<file path="config.mk">
export PLATFORM = sky130hd
export DESIGN_NAME = joystick_to_motor_drive
export DESIGN_NICKNAME = d
export VERILOG_FILES = /design/src/rtl/jtmd_pkg.sv /design/src/rtl/joystick_to_motor_drive.sv
export SDC_FILE = /design/constraint.sdc
export NUM_CORES = 2
export LEC_CHECK = 0
export BUFFER_PORTS_ARGS = -buffer_cell sky130_fd_sc_hd__buf_2
export CORE_MARGIN = 2
export CORE_UTILIZATION = 30
export DETAILED_ROUTE_END_ITERATION = 12
export MAX_ROUTING_LAYER = met4
export SYNTH_ARGS = -nofsm -noshare
export SYNTH_HDL_FRONTEND = slang
export SYNTH_SLANG_ARGS = --single-unit
</file>
<file path="constraint.sdc">
create_clock -name clk -period 15.12 [get_ports clk]
set_clock_uncertainty 0.05 [all_clocks]
set_input_delay 4.536 -clock clk [delete_from_list [all_inputs] [get_ports clk]]
set_output_delay 4.536 -clock clk [all_outputs]
set_load 0.005 [all_outputs]
</file>
<file path="src/rtl/jtmd_pkg.sv">
// ----------------------------------------------------------------------------
// jtmd_pkg
// types, register indexes and fixed constants of the joystick to motor drive
// ----------------------------------------------------------------------------
package jtmd_pkg;

	localparam int SAMPLE_W    = 12;
	localparam int CFG_IDX_W   = 3;
	localparam int IN_TDATA_W  = 40;
	localparam int OUT_TDATA_W = 32;

	localparam int unsigned SAMPLE_FULL = 4095;
	localparam int unsigned REV_SPAN    = 2900;
	localparam int unsigned FWD_SPAN    = SAMPLE_FULL - REV_SPAN;

	typedef logic [SAMPLE_W-1:0] sample_t;

	localparam sample_t THROTTLE_REST = 12'd2900;
	localparam sample_t STEER_CENTER  = 12'd282;

	// register reset values
	localparam sample_t RST_STEER_REST_LOW     = 12'd2800;
	localparam sample_t RST_STEER_REST_HIGH    = 12'd2900;
	localparam sample_t RST_STEER_DUTY_MIN     = 12'd80;
	localparam sample_t RST_STEER_DUTY_MAX     = 12'd493;
	localparam sample_t RST_BRAKE_START        = 12'd700;
	localparam sample_t RST_BRAKE_FULL         = 12'd3500;
	localparam sample_t RST_THROTTLE_REST_LOW  = 12'd2850;
	localparam sample_t RST_THROTTLE_REST_HIGH = 12'd2950;

	typedef enum logic [CFG_IDX_W-1:0] {
		REG_STEER_REST_LOW,
		REG_STEER_REST_HIGH,
		REG_STEER_DUTY_MIN,
		REG_STEER_DUTY_MAX,
		REG_BRAKE_START,
		REG_BRAKE_FULL,
		REG_THROTTLE_REST_LOW,
		REG_THROTTLE_REST_HIGH
	} cfg_reg_t;

	typedef enum logic [2:0] {
		ACT_BRAKE_SCALE,
		ACT_BRAKE_STOP,
		ACT_REST,
		ACT_REVERSE,
		ACT_FORWARD
	} drive_act_t;

	// floor(x / 4095) for x up to 4095 * 4095, by shift-add estimate and one fix-up
	function automatic sample_t div_by_full(input logic [2*SAMPLE_W-1:0] x);
		logic [2*SAMPLE_W:0]   sum;
		logic [SAMPLE_W:0]     q0;
		logic [2*SAMPLE_W+1:0] rem;
		sum = {1'b0, x} + (2*SAMPLE_W+1)'(x[2*SAMPLE_W-1:SAMPLE_W]);
		q0  = sum[2*SAMPLE_W:SAMPLE_W];
		rem = (2*SAMPLE_W+2)'(x) + (2*SAMPLE_W+2)'(q0)
			- (2*SAMPLE_W+2)'({q0, {SAMPLE_W{1'b0}}});
		if (rem >= (2*SAMPLE_W+2)'(SAMPLE_FULL)) begin
			return SAMPLE_W'(q0 + 1'b1);
		end
		return SAMPLE_W'(q0);
	endfunction

endpackage

</file>
<file path="src/rtl/joystick_to_motor_drive.sv">
// ----------------------------------------------------------------------------
// joystick_to_motor_drive
// maps steering, throttle and brake samples to servo duty, motor duty and
// h-bridge pins
// ----------------------------------------------------------------------------
// an input transaction passes the input register, the mapping register and the
// result register, in that order, before its result is shown
// throughput: one item per cycle while results are taken; the brake scaling
// loop on the kept duty closes in the result stage (one 12x12 multiply and a
// fixed divide); reset clears the pipeline, the kept duty and the bridge pins
// (braked) and loads the configuration registers with their defaults
module joystick_to_motor_drive #(
	parameter int DUTY_BITS = 12
) (
	input  logic                                 clk,
	input  logic                                 arst_n,
	// steering_sample [11:0], throttle_sample [23:12], brake_sample [35:24]
	input  logic [jtmd_pkg::IN_TDATA_W-1:0]      s_tdata,
	input  logic                                 s_tvalid,
	output logic                                 s_tready,
	// steering_duty [11:0], throttle_duty [23:12], bridge_in1 [24], bridge_in2 [25]
	output logic [jtmd_pkg::OUT_TDATA_W-1:0]     m_tdata,
	output logic                                 m_tvalid,
	input  logic                                 m_tready,
	input  logic                                 cfg_valid,
	output logic                                 cfg_ready,
	input  logic [jtmd_pkg::CFG_IDX_W-1:0]       cfg_index,
	input  logic [jtmd_pkg::SAMPLE_W-1:0]        cfg_data
);
	import jtmd_pkg::*;

	localparam int unsigned DUTY_FULL = (1 << DUTY_BITS) - 1;
	localparam int PROD_W   = SAMPLE_W + DUTY_BITS;
	localparam int RECIP_SH = PROD_W + SAMPLE_W;
	localparam int RECIP_W  = RECIP_SH - 10;
	localparam longint unsigned REV_RECIP_L =
		((64'd1 << RECIP_SH) + 64'(REV_SPAN) - 64'd1) / 64'(REV_SPAN);
	localparam longint unsigned FWD_RECIP_L =
		((64'd1 << RECIP_SH) + 64'(FWD_SPAN) - 64'd1) / 64'(FWD_SPAN);
	localparam logic [RECIP_W-1:0] REV_RECIP = RECIP_W'(REV_RECIP_L);
	localparam logic [RECIP_W-1:0] FWD_RECIP = RECIP_W'(FWD_RECIP_L);

	// configuration
	sample_t steer_rest_low_q, steer_rest_high_q, steer_duty_min_q, steer_duty_max_q;
	sample_t brake_start_q, brake_full_q, throttle_rest_low_q, throttle_rest_high_q;

	// pipeline
	logic       valid_s1, valid_s2, m_valid_q;
	sample_t    steer_s1, throttle_s1, brake_s1;
	sample_t    steer_duty_s2, drive_duty_s2, brake_s2;
	drive_act_t act_s2;
	sample_t    steer_duty_q;

	// kept drive state, also the throttle half of the result
	sample_t kept_duty_q;
	logic    in1_q, in2_q;

	logic out_free, adv2, s2_free, adv1;

	// mapping stage signals
	logic                       steer_at_rest, steer_up;
	sample_t                    steer_span, steer_step, steer_raw, steer_duty;
	logic [2*SAMPLE_W-1:0]      steer_prod;
	logic                       thr_below, thr_above_rest;
	sample_t                    thr_off, drive_duty;
	logic [PROD_W-1:0]          thr_prod;
	logic [RECIP_W-1:0]         thr_recip;
	logic [PROD_W+RECIP_W-1:0]  thr_wide;
	drive_act_t                 act;

	// result stage signals
	logic [2*SAMPLE_W-1:0] brake_prod;
	sample_t               brake_cut, kept_duty_d;
	logic                  in1_d, in2_d;

	assign cfg_ready = 1'b1;

	always_ff @(posedge clk or negedge arst_n) begin
		if (!arst_n) begin
			steer_rest_low_q     <= RST_STEER_REST_LOW;
			steer_rest_high_q    <= RST_STEER_REST_HIGH;
			steer_duty_min_q     <= RST_STEER_DUTY_MIN;
			steer_duty_max_q     <= RST_STEER_DUTY_MAX;
			brake_start_q        <= RST_BRAKE_START;
			brake_full_q         <= RST_BRAKE_FULL;
			throttle_rest_low_q  <= RST_THROTTLE_REST_LOW;
			throttle_rest_high_q <= RST_THROTTLE_REST_HIGH;
		end else if (cfg_valid) begin
			case (cfg_reg_t'(cfg_index))
				REG_STEER_REST_LOW:     steer_rest_low_q     <= cfg_data;
				REG_STEER_REST_HIGH:    steer_rest_high_q    <= cfg_data;
				REG_STEER_DUTY_MIN:     steer_duty_min_q     <= cfg_data;
				REG_STEER_DUTY_MAX:     steer_duty_max_q     <= cfg_data;
				REG_BRAKE_START:        brake_start_q        <= cfg_data;
				REG_BRAKE_FULL:         brake_full_q         <= cfg_data;
				REG_THROTTLE_REST_LOW:  throttle_rest_low_q  <= cfg_data;
				REG_THROTTLE_REST_HIGH: throttle_rest_high_q <= cfg_data;
				default: ;
			endcase
		end
	end

	// elastic handshake: each stage moves when the one after it has room
	assign out_free = !m_valid_q || m_tready;
	assign adv2     = valid_s2 && out_free;
	assign s2_free  = !valid_s2 || adv2;
	assign adv1     = valid_s1 && s2_free;
	assign s_tready = !valid_s1 || adv1;

	always_ff @(posedge clk or negedge arst_n) begin
		if (!arst_n) begin
			valid_s1  <= 1'b0;
			valid_s2  <= 1'b0;
			m_valid_q <= 1'b0;
		end else begin
			if (s_tready) begin
				valid_s1 <= s_tvalid;
			end
			if (s2_free) begin
				valid_s2 <= valid_s1;
			end
			if (out_free) begin
				m_valid_q <= valid_s2;
			end
		end
	end

	always_ff @(posedge clk) begin
		if (s_tvalid && s_tready) begin
			steer_s1    <= s_tdata[SAMPLE_W-1:0];
			throttle_s1 <= s_tdata[2*SAMPLE_W-1:SAMPLE_W];
			brake_s1    <= s_tdata[3*SAMPLE_W-1:2*SAMPLE_W];
		end
	end

	// steering map
	always_comb begin
		steer_at_rest = (steer_s1 > steer_rest_low_q) && (steer_s1 < steer_rest_high_q);
		steer_up      = steer_duty_max_q >= steer_duty_min_q;
		steer_span    = steer_up ? steer_duty_max_q - steer_duty_min_q
		                         : steer_duty_min_q - steer_duty_max_q;
		steer_prod    = steer_s1 * steer_span;
		steer_step    = div_by_full(steer_prod);
		if (steer_at_rest) begin
			steer_raw = STEER_CENTER;
		end else if (steer_up) begin
			steer_raw = steer_duty_min_q + steer_step;
		end else begin
			steer_raw = steer_duty_min_q - steer_step;
		end
		steer_duty = (32'(steer_raw) > DUTY_FULL) ? SAMPLE_W'(DUTY_FULL) : steer_raw;
	end

	// throttle map (|t - rest| * full scale * span reciprocal) and drive action
	always_comb begin
		thr_above_rest = throttle_s1 > THROTTLE_REST;
		thr_below      = throttle_s1 < throttle_rest_low_q;
		thr_off        = thr_above_rest ? throttle_s1 - THROTTLE_REST
		                                : THROTTLE_REST - throttle_s1;
		thr_prod       = PROD_W'({thr_off, {DUTY_BITS{1'b0}}}) - PROD_W'(thr_off);
		thr_recip      = thr_below ? REV_RECIP : FWD_RECIP;
		thr_wide       = (PROD_W+RECIP_W)'(thr_prod) * (PROD_W+RECIP_W)'(thr_recip);
		if (thr_below || thr_above_rest) begin
			drive_duty = SAMPLE_W'(thr_wide[RECIP_SH +: DUTY_BITS]);
		end else begin
			drive_duty = '0;
		end

		if (brake_s1 > brake_start_q) begin
			act = (brake_s1 > brake_full_q) ? ACT_BRAKE_STOP : ACT_BRAKE_SCALE;
		end else if (throttle_s1 >= throttle_rest_low_q
			&& throttle_s1 <= throttle_rest_high_q) begin
			act = ACT_REST;
		end else if (thr_below) begin
			act = ACT_REVERSE;
		end else begin
			act = ACT_FORWARD;
		end
	end

	always_ff @(posedge clk) begin
		if (adv1) begin
			steer_duty_s2 <= steer_duty;
			drive_duty_s2 <= drive_duty;
			brake_s2      <= brake_s1;
			act_s2        <= act;
		end
	end

	// result stage: update of the kept duty and bridge pins
	always_comb begin
		brake_prod  = brake_s2 * kept_duty_q;
		brake_cut   = div_by_full(brake_prod);
		kept_duty_d = kept_duty_q;
		in1_d       = in1_q;
		in2_d       = in2_q;
		case (act_s2)
			ACT_BRAKE_SCALE: begin
				kept_duty_d = kept_duty_q - brake_cut;
			end
			ACT_BRAKE_STOP, ACT_REST: begin
				kept_duty_d = '0;
				in1_d       = 1'b0;
				in2_d       = 1'b0;
			end
			ACT_REVERSE: begin
				kept_duty_d = drive_duty_s2;
				in1_d       = 1'b0;
				in2_d       = 1'b1;
			end
			ACT_FORWARD: begin
				kept_duty_d = drive_duty_s2;
				in1_d       = 1'b1;
				in2_d       = 1'b0;
			end
			default: ;
		endcase
	end

	always_ff @(posedge clk or negedge arst_n) begin
		if (!arst_n) begin
			kept_duty_q <= '0;
			in1_q       <= 1'b0;
			in2_q       <= 1'b0;
		end else if (adv2) begin
			kept_duty_q <= kept_duty_d;
			in1_q       <= in1_d;
			in2_q       <= in2_d;
		end
	end

	always_ff @(posedge clk) begin
		if (adv2) begin
			steer_duty_q <= steer_duty_s2;
		end
	end

	assign m_tvalid = m_valid_q;
	assign m_tdata  = {(OUT_TDATA_W-2*SAMPLE_W-2)'(0), in2_q, in1_q, kept_duty_q, steer_duty_q};

endmodule

</file>
---- Yosys cells after proc, flatten, opt, wreduce, memory -nomap -nowiden ----
Cells that the tools add are included.
word-level totals
  flip-flop bits (word level) ............. 200
  word-level logic and storage cells ...... 112
  output and inout bits ................... 35
  input port bits ......................... 60
operators by class
  $lt $le $gt $ge ......................... 11
  multipliers ............................. 3
  equal/unequal tests ..................... 11
  reduce and logical (&&, ||, !) cells .... 32
  muxes and demuxes ....................... 17
  add/subtract/negate cells ............... 16
operator list
  kind                    count
  $mux 12                 7
  $ge 26x12->1 const B    2
  $sub 25x25->26          2
  $add 24x12->25          2
  $add 24x13->25          2
  $mul 12x12->24          2
  $mul 24x26->48          1
  $sub 12x12->12          4
  $gt 12x12->1            3
  $pmux 12 s3             1
  $mux 26                 1
  $add 12x1->12 const B   2
  $ge 12x12->1            2
  $lt 12x12->1            2
  $sub 24x12->24          1
  $reduce_and 2->1        11
  $eq 3x3->1 const B      5
  $add 12x12->12          1
  $eq 3x2->1 const B      4
  $gt 12x12->1 const B    1
  $le 12x12->1            1
  $sub 12x12->12 const A  1
  $sub 12x12->12 const B  1
  $mux 3                  3
  11 further kinds        28

---- Depth between registers and ports, before layout ----
  depth in word-level cells ............... 11
  gate-level depth with buffers ........... 81
  gate-level depth less buffers ........... 77

---- Least setup slack after synthesis ----
No wires, ideal clock.
  path kind ............................... reg-to-reg
  start point ............................. register steer_duty_min_q[1]
  end point ............................... register steer_duty_s2[10], data pin
  library setup time ...................... 0.265 ns
  required time ........................... 14.805 ns
  buffers on the path ..................... 4
  stages on the path, launching flop included .. 76
  arrival time ............................ 15.604 ns
  period minus slack after synthesis ...... 15.919 ns
  path slack .............................. -0.799 ns
  cell sequence ........................... dfrtp_1 -> inv_1 -> fa_1 -> a21o_1 -> a21o_1 -> a21o_1 -> a21o_1 -> a21oi_1 -> o221ai_1 -> a21oi_1 -> o21a_1 -> clkbuf_1 -> a211oi_1 -> a21oi_1 -> a31oi_1 -> a21oi_1 -> xor2_1 -> clkbuf_1 -> [40 not listed] -> mux2i_1 -> or4_4 -> buf_6 -> nor3_4 -> mux2_1 -> nor3_1 -> xnor2_1 -> ha_1 -> a21oi_1 -> o21bai_1 -> a21oi_1 -> nor2b_1 -> o21a_1 -> o21ai_0 -> nand2b_1 -> a21oi_1 -> xor2_1 -> nor2_1
on the way
  word-level cells in the longest chain between the ends .. 11
  elaborated cells between the ends (all ways) .. 16
  classes of those cells .................. add/sub (8); mul (1); order compare (2); mux (5)
RTL lines
  element                                                  line                                                            source
  start, declared                                          joystick_to_motor_drive.sv:44                                   sample_t steer_rest_low_q, steer_rest_high_q, steer_duty_min_q, steer_duty_max_q;
  start signal, assigned                                   joystick_to_motor_drive.sv:92                                   REG_STEER_DUTY_MIN: steer_duty_min_q <= cfg_data;
  $sub 12x12->12, or another cell as far along             joystick_to_motor_drive.sv:141                                  : steer_duty_min_q - steer_duty_max_q;
  $mux 12                                                  joystick_to_motor_drive.sv:140                                  steer_span = steer_up ? steer_duty_max_q - steer_duty_min_q
  $mul 12x12->24                                           joystick_to_motor_drive.sv:142                                  steer_prod = steer_s1 * steer_span;
  $add 24x12->25                                           jtmd_pkg.sv:55                                                  sum = {1'b0, x} + (2*SAMPLE_W+1)'(x[2*SAMPLE_W-1:SAMPLE_W]);
  $add 24x13->25                                           jtmd_pkg.sv:57                                                  rem = (2*SAMPLE_W+2)'(x) + (2*SAMPLE_W+2)'(q0)
  $sub 25x25->26                                           jtmd_pkg.sv:58                                                  - (2*SAMPLE_W+2)'({q0, {SAMPLE_W{1'b0}}});
  $ge 26x12->1                                             jtmd_pkg.sv:59                                                  if (rem >= (2*SAMPLE_W+2)'(SAMPLE_FULL)) begin
  $mux 1                                                   jtmd_pkg.sv:59
  $mux 12                                                  jtmd_pkg.sv:62                                                  return SAMPLE_W'(q0);
  $sub 12x12->12 / $add 12x12->12 (equally long branches)  joystick_to_motor_drive.sv:149, joystick_to_motor_drive.sv:147
  $mux 12 (*)                                              joystick_to_motor_drive.sv:146                                  end else if (steer_up) begin
  end signal, assigned                                     joystick_to_motor_drive.sv:183                                  steer_duty_s2 <= steer_duty;
  end, declared                                            joystick_to_motor_drive.sv:50                                   sample_t steer_duty_s2, drive_duty_s2, brake_s2;
Mark *: on every way between the ends. The rest lies on a longest branch, timed or not. The select of a mux whose other input is x is not followed.
A chain may end at the register's enable or synchronous reset.

---- Worst setup path in the final report ----
  start point ............................. register steer_duty_min_q[0]
  end point ............................... register steer_duty_s2[10], data pin
Same word-level chain as after synthesis.

==> run metrics <==
failing checks=negative setup slack; hpwl dp=just over 90000 microns; reg2reg start=steer_duty_min_q[0]; max-slew violation count=0; total CTS buffers=17; status=finished with violations; Hold Path Origin=steer_duty_s2[5]; vias in the first global route=~32000; CTS Buffer Depth=2; number of library cell types mapped by synthesis=between 80 and 90; H-tree lvl count=4; M1 wire length=52200 microns; main area contributors after synthesis=fa_1 (30%), ha_1 (19%), inv_1 (9.8%); Worst EP required=between 15 and 20 ns; cells on worst reg2reg path=78; syn_area_per_cell=between 9 and 10 sq um; Skew-Pair Late Insertion Delay=between 0.4 and 0.5 ns; Tcrit/Tclk final=100%; DR DRC count=0; first-pass iteration count of the detailed router=6; first-pass GRT wire length=roughly 180000 microns; largest family of logic cells by synthesized area=adder cells; Initial Util=between 30% and 40%; simple-gate share of the synthesized area=roughly 11%; maximum clock frequency=between 0.06 and 0.07 GHz; max-cap violation count=0; crit path DAT=approximately 15 ns; r2r endpoint=steer_duty_s2[10]; overall global routing resource usage=between 15 and 20%; Worst-Margin Slew=between 1 and 1.5 ns; layout cell share with drive strength beyond 1=around 16%; largest area contributor in the netlist=fa_1; EDFF count, synth=between 80 and 90; grt total ovfl=0; Final WS setup=-0.0345 ns; Crit Path Max Fanout=5; Fillers=roughly 14000; worst reg-to-reg setup slack=-0.03 ns; P&R area growth vs syn=15.9%; share of flip-flops with an asynchronous set or reset=a little under three fifths; initial antenna violation count=13; via/cell ratio=4.65; slew margin rel.=approximately a fifth; WHS Endpoint=steer_duty_q[5]; Synth Instances=between 4000 and 5000; Placer Congestion=approximately 0.94; clock root buffer=clkbuf_16; slowest cell on the critical path=fa_1; WL met2=50900 microns; post-synth top area share=between 20% and 30%; Post-DRT Antenna Nets=0; CTS tree=done; Hold Path Stages=0; hold_buf cts=0; largest net degree at the start of global routing=64; post-synthesis cell area=~0.040 sq mm; RSZ-0062 raised after global routing=yes; hold crit path type=reg -> reg; CTS clk-pin slew, worst paths=about 0.09 ns; die height=approximately 370 microns; CP Class=reg -> reg; top sig layer=met4; CP Capture Type=flip-flop; Met3 Routed Length=3660 microns; synthesis-stage register bit count=200; Routed WL=~110000 microns; setup tns final=-0.0451 ns; wire length per cell=between 15 and 20 microns; most used cell along the critical path=a21oi_2; register area share after synthesis=a little over an eighth; footprint of the multi-input gates=between 0.03 and 0.04 sq mm; Port Buffers=83; via count=slightly above 30000; slowest cell delay on critical path=0.53 ns; final worst path period need=around 15 ns; startpoint types=flip-flop; post-synthesis compound-gate area fraction=under 10%; post-synthesis mux area share=under 10%; DR iter-0 viols=1807; Rows=about 130; Die Area=0.137 sq mm; Fin. Hold Viols=0; Ports=95; Chip Width=370 microns; most used flip-flop cell after synthesis=edfxtp_1; Post-Synth Adder-Cell Area=slightly below 50%; setup violators final=2; core area=0.133 sq mm; Nets=about 6000; Seq. cell area=0.00551 sq mm; Synth warnings=0; TritonCTS Sinks=200; Post-Synth XOR/XNOR Area=4.17%
==> synthesized netlist by cell type (25+ instances only) <==
cell type     n
nand2b_1     47
clkbuf_1     98
nor2_1      120
o21bai_1     30
a21o_1       78
xor2_1       47
o21a_1       25
nand2_1     389
dfrtp_1      68
nand4_1      44
mux2_2       52
edfxtp_1     87
inv_1      1054
and2_1      116
o21ai_0     146
nor2b_1      30
fa_1        600
a21oi_1     166
nand3_1      37
dfstp_2      45
xnor2_1     145
nor3_1       40
ha_1        602
==> final cells by class <==
class,instances,area share (%)
Multi-Input combinational cell,2996,66.6
Inverter,1055,8.49
Sequential cell,200,11.8
Clock buffer,17,0.911
Antenna cell,10,0.0536
Tap cell,1768,4.74
Clock inverter,15,0.383
Timing Repair Buffer,453,7.02
==> cell usage in the layout (no fill, tap or decap), types with 45 or more instances in the layout <==
master / count
a21o_1: 78
a21oi_1: 151
and2_1: 112
buf_2: 82
buf_4: 359
dfrtp_1: 63
dfstp_2: 45
edfxtp_1: 87
fa_1: 599
ha_1: 587
inv_1: 1043
mux2_2: 52
nand2_1: 387
nand2b_1: 47
nor2_1: 115
o21ai_0: 137
xnor2_1: 132
==> worst max-delay path by stage <==
stage                             start                end  cells after the start
floorplan           steer_duty_min_q[0]  steer_duty_s2[11]                     76
global placement    steer_duty_max_q[0]  steer_duty_s2[10]                     76
detailed placement  steer_duty_max_q[0]  steer_duty_s2[10]                     76
CTS                 steer_duty_max_q[0]  steer_duty_s2[10]                     77
global route        steer_duty_min_q[0]  steer_duty_s2[10]                     78
finish              steer_duty_min_q[0]  steer_duty_s2[10]                     78
==> cell families (layout without fill, tap and decap cells) <==
group / count (synthesis) / count (layout)
adder cells (fa/ha/maj): 1202 / 1202
buffers and inverters: 1179 / 1540
AND/OR/NAND/NOR: 914 / 914
AO/OA/AOI/OAI: 602 / 602
flip-flops: 200 / 200
XOR/XNOR: 192 / 192
multiplexers: 72 / 72
other: 2 / 24
==> worst max-delay path: cells and delay by family (launching register included) <==
family | cells | cell delay, ns
AO/OA/AOI/OAI | 33 | 5.61
adder cells (fa/ha/maj) | 13 | 4.46
AND/OR/NAND/NOR | 11 | 1.84
buffers and inverters | 15 | 1.52
XOR/XNOR | 5 | 0.76
flip-flops | 1 | 0.40
multiplexers | 1 | 0.24
==> timing repair <==
item	in CTS	in global routing
gates resized for setup	84	65
buffers inserted	27	33
setup endpoints to repair	9	15
pin swaps	93	75
cloned	0	0
==> layer usage <==
metal  GRT usage, %  up-vias
li1               -    14500
met1           22.6    15100
met2           27.0      566
met3           1.42      104
met4           3.25        0
met5              -        -
==> through the flow <==
step / hold slack, ns / util, % / instances / worst slack (ns) / instance area [sq um]
2_1_floorplan: 0.350 / - / 4375 / 0.00998 / 40500
3_3_place_gp: 0.355 / 33.7 / 6418 / -0.839 / 44900
3_5_place_dp: 0.357 / 33.7 / 6418 / -0.876 / 44900
4_1_cts: 0.385 / 34.6 / 6477 / 0.00120 / 46100
5_1_grt: 0.393 / 35.0 / 6512 / -0.798 / 46700
6_report: 0.383 / 35.0 / 6514 / -0.0345 / 46700
Power is left out: the tool's default activity adds up to more than one toggle a clock period on the data nets, which glitch-free logic cannot reach.
